**config.mk**
```make
export PLATFORM = sky130hd
export DESIGN_NAME = bpa_ctrl
export DESIGN_NICKNAME = d
export VERILOG_FILES = /design/src/rtl/bpa_pkg.sv /design/src/rtl/bpa_ctrl.sv
export SDC_FILE = /design/constraint.sdc
export NUM_CORES = 1
export LEC_CHECK = 0
export BUFFER_PORTS_ARGS = -buffer_cell sky130_fd_sc_hd__buf_2
export CORE_AREA = 2 2 39 41
export CTS_CLUSTER_DIAMETER = 150
export DETAILED_ROUTE_END_ITERATION = 7
export DIE_AREA = 0 0 41 43
export GPL_TIMING_DRIVEN = 0
export HOLD_SLACK_MARGIN = 0.03
export PLACE_DENSITY = 0.7
export SLEW_MARGIN = 30
export SYNTH_ARGS = -nofsm -noshare
export SYNTH_HDL_FRONTEND = slang
export SYNTH_SLANG_ARGS = --single-unit
export TNS_END_PERCENT = 50
```
**constraint.sdc**
```tcl
create_clock -name aclk -period 1.8 [get_ports aclk]
set_clock_uncertainty 0.2 [all_clocks]
set_input_delay 0.09 -clock aclk [delete_from_list [all_inputs] [get_ports aclk]]
set_output_delay 0.09 -clock aclk [all_outputs]
set_load 0.05 [all_outputs]
```
**src/rtl/bpa_pkg.sv**
```systemverilog
package bpa_pkg;

    localparam int PAGES_DEF  = 4096;
    localparam int LEVELS_DEF = 6;
    localparam int ADDR_W     = 20;
    localparam int COUNT_W    = 13;
    localparam int META_W     = 8;

    localparam logic [2:0] ACT_ALLOC = 3'd0;
    localparam logic [2:0] ACT_FREE  = 3'd1;
    localparam logic [2:0] ACT_ADD   = 3'd2;
    localparam logic [2:0] ACT_SET   = 3'd3;
    localparam logic [2:0] ACT_READ  = 3'd4;

    localparam logic [1:0] ST_OK     = 2'd0;
    localparam logic [1:0] ST_NOFREE = 2'd1;
    localparam logic [1:0] ST_BIG    = 2'd2;

    typedef struct packed {
        logic [2:0]         action;
        logic [ADDR_W-1:0]  page;
        logic [COUNT_W-1:0] pages;
        logic [META_W-1:0]  meta_in;
    } in_item_t;

    typedef struct packed {
        logic [1:0]        status;
        logic [ADDR_W-1:0] page_out;
        logic [META_W-1:0] meta_out;
    } out_item_t;

    typedef enum logic [3:0] {
        S_CLR,
        S_IDLE,
        S_DECODE,
        S_A_NEXT,
        S_A_CLR,
        S_I_STEP,
        S_P_LINK,
        S_P_SET,
        S_F_PAGE,
        S_F_CHK,
        S_F_TST,
        S_M_WR,
        S_R_DATA,
        S_OUT
    } state_t;

    typedef struct packed {
        state_t op;
        logic   take;
    } cmd_t;

    typedef struct packed {
        logic [2:0] action;
        logic       big;
        logic       none;
        logic       range_ok;
        logic       p_ge_lim;
        logic       cnt_done;
        logic       q_out;
        logic       chk_stop;
        logic       bit_set;
        logic       clr_last;
    } dp_stat_t;

endpackage

```
**src/rtl/bpa_ctrl.sv**
```systemverilog
module bpa_ctrl import bpa_pkg::*; (
    input  logic     aclk,
    input  logic     aresetn,
    input  logic     s_valid,
    output logic     s_ready,
    output logic     m_valid,
    input  logic     m_ready,
    input  dp_stat_t stat,
    output cmd_t     cmd
);

    state_t state_reg, state_next;

    always_ff @(posedge aclk) begin
        if (!aresetn) begin
            state_reg <= S_CLR;
        end else begin
            state_reg <= state_next;
        end
    end

    always_comb begin
        state_next = state_reg;
        s_ready    = 1'b0;
        m_valid    = 1'b0;
        cmd.op     = state_reg;
        cmd.take   = 1'b0;
        unique case (state_reg)
            S_CLR: begin
                if (stat.clr_last) state_next = S_IDLE;
            end
            S_IDLE: begin
                s_ready  = 1'b1;
                cmd.take = s_valid;
                if (s_valid) state_next = S_DECODE;
            end
            S_DECODE: begin
                unique case (stat.action)
                    ACT_ALLOC: state_next = (stat.big || stat.none) ? S_OUT : S_A_NEXT;
                    ACT_FREE:  state_next = S_F_PAGE;
                    ACT_ADD:   state_next = stat.range_ok ? S_I_STEP : S_OUT;
                    ACT_SET:   state_next = stat.range_ok ? S_M_WR : S_OUT;
                    ACT_READ:  state_next = S_R_DATA;
                    default:   state_next = S_OUT;
                endcase
            end
            S_A_NEXT: state_next = S_A_CLR;
            S_A_CLR:  state_next = S_I_STEP;
            S_I_STEP: begin
                if (!stat.p_ge_lim) state_next = S_P_LINK;
                else if (stat.action == ACT_ALLOC) state_next = S_M_WR;
                else state_next = S_OUT;
            end
            S_P_LINK: state_next = S_P_SET;
            S_P_SET:  state_next = (stat.action == ACT_FREE) ? S_F_PAGE : S_I_STEP;
            S_F_PAGE: begin
                if (stat.cnt_done) state_next = S_OUT;
                else if (stat.q_out) state_next = S_F_PAGE;
                else state_next = S_F_CHK;
            end
            S_F_CHK:  state_next = stat.chk_stop ? S_P_LINK : S_F_TST;
            S_F_TST:  state_next = stat.bit_set ? S_F_CHK : S_P_LINK;
            S_M_WR:   state_next = stat.p_ge_lim ? S_OUT : S_M_WR;
            S_R_DATA: state_next = S_OUT;
            S_OUT: begin
                m_valid = 1'b1;
                if (m_ready) state_next = S_IDLE;
            end
            default:  state_next = S_IDLE;
        endcase
    end

    a_no_overlap: assert property (@(posedge aclk) disable iff (!aresetn)
        !(s_ready && m_valid)) else $error("accept and result at once");
    a_decode: assert property (@(posedge aclk) disable iff (!aresetn)
        (s_valid && s_ready) |=> (state_reg == S_DECODE)) else $error("item not decoded");
    a_clr_block: assert property (@(posedge aclk) disable iff (!aresetn)
        (state_reg == S_CLR) |-> !s_ready) else $error("item taken during clear");
    a_result: assert property (@(posedge aclk) disable iff (!aresetn)
        (m_valid && m_ready) |=> s_ready) else $error("no return to idle");

endmodule

```
Word-level counts from Yosys, hierarchy flattened. Cells that the tools add are included.

Output and inout port bits: 7. Logic and storage cells: 44. Flip-flop bits (word level): 4.

Reduce and logical (&&, ||, !) cells: 4. Equal/unequal tests: 20. Mux-type cells: 19.

Operator list (count): case mux 4 bit (14 select lines) (1); 2-to-1 mux 4 bit (9); equality test 4 bit, second input constant (6); case mux 4 bit (5 select lines) (1); equality test 4 x 3 -> 1 bit, second input constant (4); 2-to-1 mux 3 bit (4); equality test 4 x 2 -> 1 bit, second input constant (2); equality test 3 x 2 -> 1 bit, second input constant (2); inequality test 2 bit, second input constant (3); equality test 4 x 1 -> 1 bit, second input constant (1); zero test 4 bit (1); 2-to-1 mux 1 bit (4); equality test 3 x 1 -> 1 bit, second input constant (1); equality test 3 bit, second input constant (1); zero test 3 bit (1); AND reduction 3 bit (1); logical OR 1 bit (1).

Longest topological paths before layout.
Depth in word-level cells: 4. Mapped depth: 5.

Least setup slack after synthesis. OpenSTA, ideal clock, no wires.

Path kind: register to output. Start point: reg state_reg[0]. End point: out cmd[0] (netlist bit). Path buffers: 0. Arrival: 2.238 ns. Stages on the path, launching flop included: 4. Required time: 1.510 ns. Path slack: -0.728 ns. Cell sequence: dfxtp_1 nor2b_1 nor2b_1 and2_1.

RTL lines: from (decl) (line bpa_ctrl.sv:12) `state_t state_reg, state_next;`; from (signal assigned) (line bpa_ctrl.sv:18) `state_reg <= state_next;`; to (decl) (line bpa_ctrl.sv:9) `output cmd_t cmd`.

==> out/metrics.csv <==
stage,metric,value,unit
global_routing,initial antenna violation count,0,
floorplanning,die area,1763,um^2
run,Max Cap Viol,0,
timing,"Hold Vio Cnt, Final",0,
timing,Final TNS setup,0,ns
clock_tree,total CTS buffers,3,
clock_tree,post-CTS setup repair buffer count,0,
pwr,switching power,325.2,uW
floorplanning,Die Ht,43,um
floorplanning,Die X,41,um
finish,Non-Filler Instances,121,
clock_tree,TritonCTS clock tree,done,
synthesis,netlist area before placement,544.3,um^2
synthesis,"area leader, netlist",dfxtp_1,
clock_tree,H-tree depth,1,
finish,layout net count,123,
synthesis,"Distinct cells, synth",31,
critical_path,"Req. time, crit path",1.51,ns
placed_design,Setup WS pre-CTS,0.2321,ns
critical_path,Setup crit start,state_reg[1]$_SDFFE_PN0P_,
synthesis,Post-Synthesis Mean Instance Area,6.978,um^2
pwr,Sw Share,49.04,%
critical_path,CP Class,register to output port,
pwr,Clk pwr share,16.7,%
synthesis,top-count cell post-synth,a21oi_1,
pwr,power per cell area,901.4,nW/um^2
routing,Vias/cell,6.017,
routing,DRC Markers,0,
timing,RSZ-0062 raised after global routing,no,
synthesis,Syn Inst Count,78,
synthesis,"top cells by area, synth","dfxtp_1, a21oi_1, nor2b_1",
critical_path,startpoint types,register,
placed_design,placed cell count,116,
routing,remaining antenna violation count after routing,0,
synthesis,Commonest cells post-synth,"a21oi_1, nor2_1, nor2b_1, nand2b_1",
timing,Tightest Pin Transition,0.3537,ns
timing,Pins Over Slew Limit,0,
global_routing,Total GRT Usage,22.31,%
worst_hold_path,Hold Path Class,input pin to register,
synthesis,prevailing post-synth register cell,dfxtp_1,
critical_path,Worst R2R Setup Slack,0.19,ns
clock_tree,"Reg clk slew, reported paths",0.04,ns
pwr,internal power,338.0,uW
worst_hold_path,hold path cells,4,
critical_path,Worst setup EP type,output port,
placed_design,RePlAce Congestion,0.9075,
critical_path,reg2reg start,state_reg[3]$_SDFFE_PN0P_,
critical_path,crit-path cells,"or2_2, nor2b_4, and2_2, clkbuf_4",
finish,layout cell share with drive strength beyond 1,34.29,%
floorplanning,Initial Utilization,39.33,%
synthesis,Synth Warn #,0,
synthesis,Mapped Nets,94,
critical_path,Setup crit end,cmd[0],
finish,Area Growth Syn to Fin,35.17,%
placed_design,IO Port Bufs,22,
synthesis,number of synthesized register bits,4,
timing,final worst setup slack,0.08080,ns
placed_design,DPL Wire Length,1.213,mm
timing,worst hold slack,0.06291,ns
synthesis,sequential share of the synthesized area,14.71,%
global_routing,vias in the first global route,651,
routing,total wire length,1.626,mm
critical_path,"Arr. time, crit path",1.43,ns
routing,via count of the routed design,728,
critical_path,"Largest stage delay, worst path",0.38,ns
routing,initial DRC count,28,
run_status,result of the run,"finished, final reports clean",
critical_path,CP max-delay cell,or2_2,
critical_path,FF-to-FF End,state_reg[3]$_SDFFE_PN0P_,
critical_path,CP top delay family,simple AND/OR/NAND/NOR gates,
floorplanning,Core Area,1384,um^2
critical_path,Levels on crit path,4,
finish,Ant. Diodes,0,
clock_tree,clk_lat worst skew,0.24,ns
finish,post-route cell area,735.7,um^2
routing,drt wl/cell,13.44,um
pwr,leakage,0.3150,nW
floorplanning,Rows,14,
synthesis,Yosys top cell area share,14.71,%
clock_tree,Clock Path Buffers,2,
critical_path,Buf/Inv on CP,1,
synthesis,"Async S/R FF share, synth",0,%
timing,count of final setup violators,0,
routing,drt first pass iters,5,
timing,crit path time final,1.719,ns
placed_design,dpl cell area,685.7,um^2
floorplanning,Ports,23,
synthesis,"EDFF count, synth",0,
finish,max reg flops,4,
clock_tree,clk sinks,4,
critical_path,crit path max fanout,5,
timing,f_max,581.7,MHz
timing,Rel. slew slack,76.42,%
pwr,Combinational Power Share,63.8,%
finish,Layout fillers,148,
pwr,maximum vdd ir drop,0.3273,mV
clock_tree,CTS root buf,clkbuf_4,
global_routing,first-pass GRT wire length,2.663,mm
global_routing,largest net degree at the start of global routing,11,
critical_path,Worst R2R Path Depth,5,
global_routing,GRT Residual Overflow,0,
pwr,Flop pwr share,19.6,%
timing,period utilisation layout,95.51,%
-- worst min-delay path by stage --
stage / startpoint / endpoint
2_1_floorplan: aresetn / state_reg[0]$_SDFFE_PN0P_
3_3_place_gp: aresetn / state_reg[0]$_SDFFE_PN0P_
3_5_place_dp: aresetn / state_reg[0]$_SDFFE_PN0P_
4_1_cts: m_ready / state_reg[2]$_SDFFE_PN0P_
5_1_grt: m_ready / state_reg[2]$_SDFFE_PN0P_
6_report: m_ready / state_reg[2]$_SDFFE_PN0P_
-- cell type report --
| type | count | area, um^2 | share of cell area, % |
|---|---|---|---|
| multi-input combinational | 67 | 434.2 | 59.01 |
| timing repair buffer | 24 | 135.1 | 18.37 |
| sequential | 4 | 80.08 | 10.88 |
| buffer | 4 | 32.53 | 4.422 |
| clock buffer | 3 | 22.52 | 3.061 |
| tap | 16 | 20.02 | 2.721 |
| inverter | 3 | 11.26 | 1.531 |
-- through the flow --
stage	total power [mW]	utilization, %
floorplan	0.4400	-
global placement	0.5343	49.55
detailed placement	0.5393	49.55
CTS	0.6582	52.80
global route	0.7089	53.16
finish	0.6631	53.16
-- cell usage in the layout (no fill, tap or decap), types with 2 or more instances in the layout --
cell type / count
a21oi_1: 9
a31oi_1: 3
buf_2: 22
buf_6: 2
clkbuf_4: 5
dfxtp_1: 4
dlygate4sd3_1: 2
inv_1: 3
nand2_1: 4
nand2b_1: 5
nand3b_1: 3
nor2_1: 6
nor2b_1: 4
nor3_1: 2
nor3b_1: 3
o211ai_1: 3
o21ai_0: 4
o31ai_1: 2
or2_2: 2
-- power by group through the flow --
stage / combinational (mW) / clock (mW) / sequential (mW)
2_1_floorplan: 0.261 / 0 / 0.179
3_3_place_gp: 0.405 / 0 / 0.130
3_5_place_dp: 0.409 / 0 / 0.130
4_1_cts: 0.416 / 0.113 / 0.129
5_1_grt: 0.460 / 0.118 / 0.131
6_report: 0.423 / 0.110 / 0.130
-- routing by layer --
layer / vias up / wire length, um / GRT usage [%]
li1: 347 / - / -
met1: 322 / 660 / 28.39
met2: 49 / 757 / 31.87
met3: 10 / 145 / 4.188
met4: 0 / 62 / 16.00
met5: - / 0 / 0
-- cell families after synthesis --
logic type / after synthesis / synth area share [%]
AND/OR/NAND/NOR: 38 / 41.15
flip-flops: 4 / 14.71
buffers and inverters: 7 / 8.046
AO/OA/AOI/OAI: 29 / 36.09
-- worst min-delay path, delay by kind of cell --
family          cells  cell delay [ns]
compound gates      2             0.22
buf+inv             1             0.09
simple gates        1             0.04
-- timing repair --
item | 4_1_cts | 5_1_grt
hold endpoints to repair | 4 | 0
gates resized for setup | 1 | 2
hold buffers | 2 | 0
endpoints found under the setup margin | 1 | 2
No activity file was read; power rests on OpenSTA's default activity.
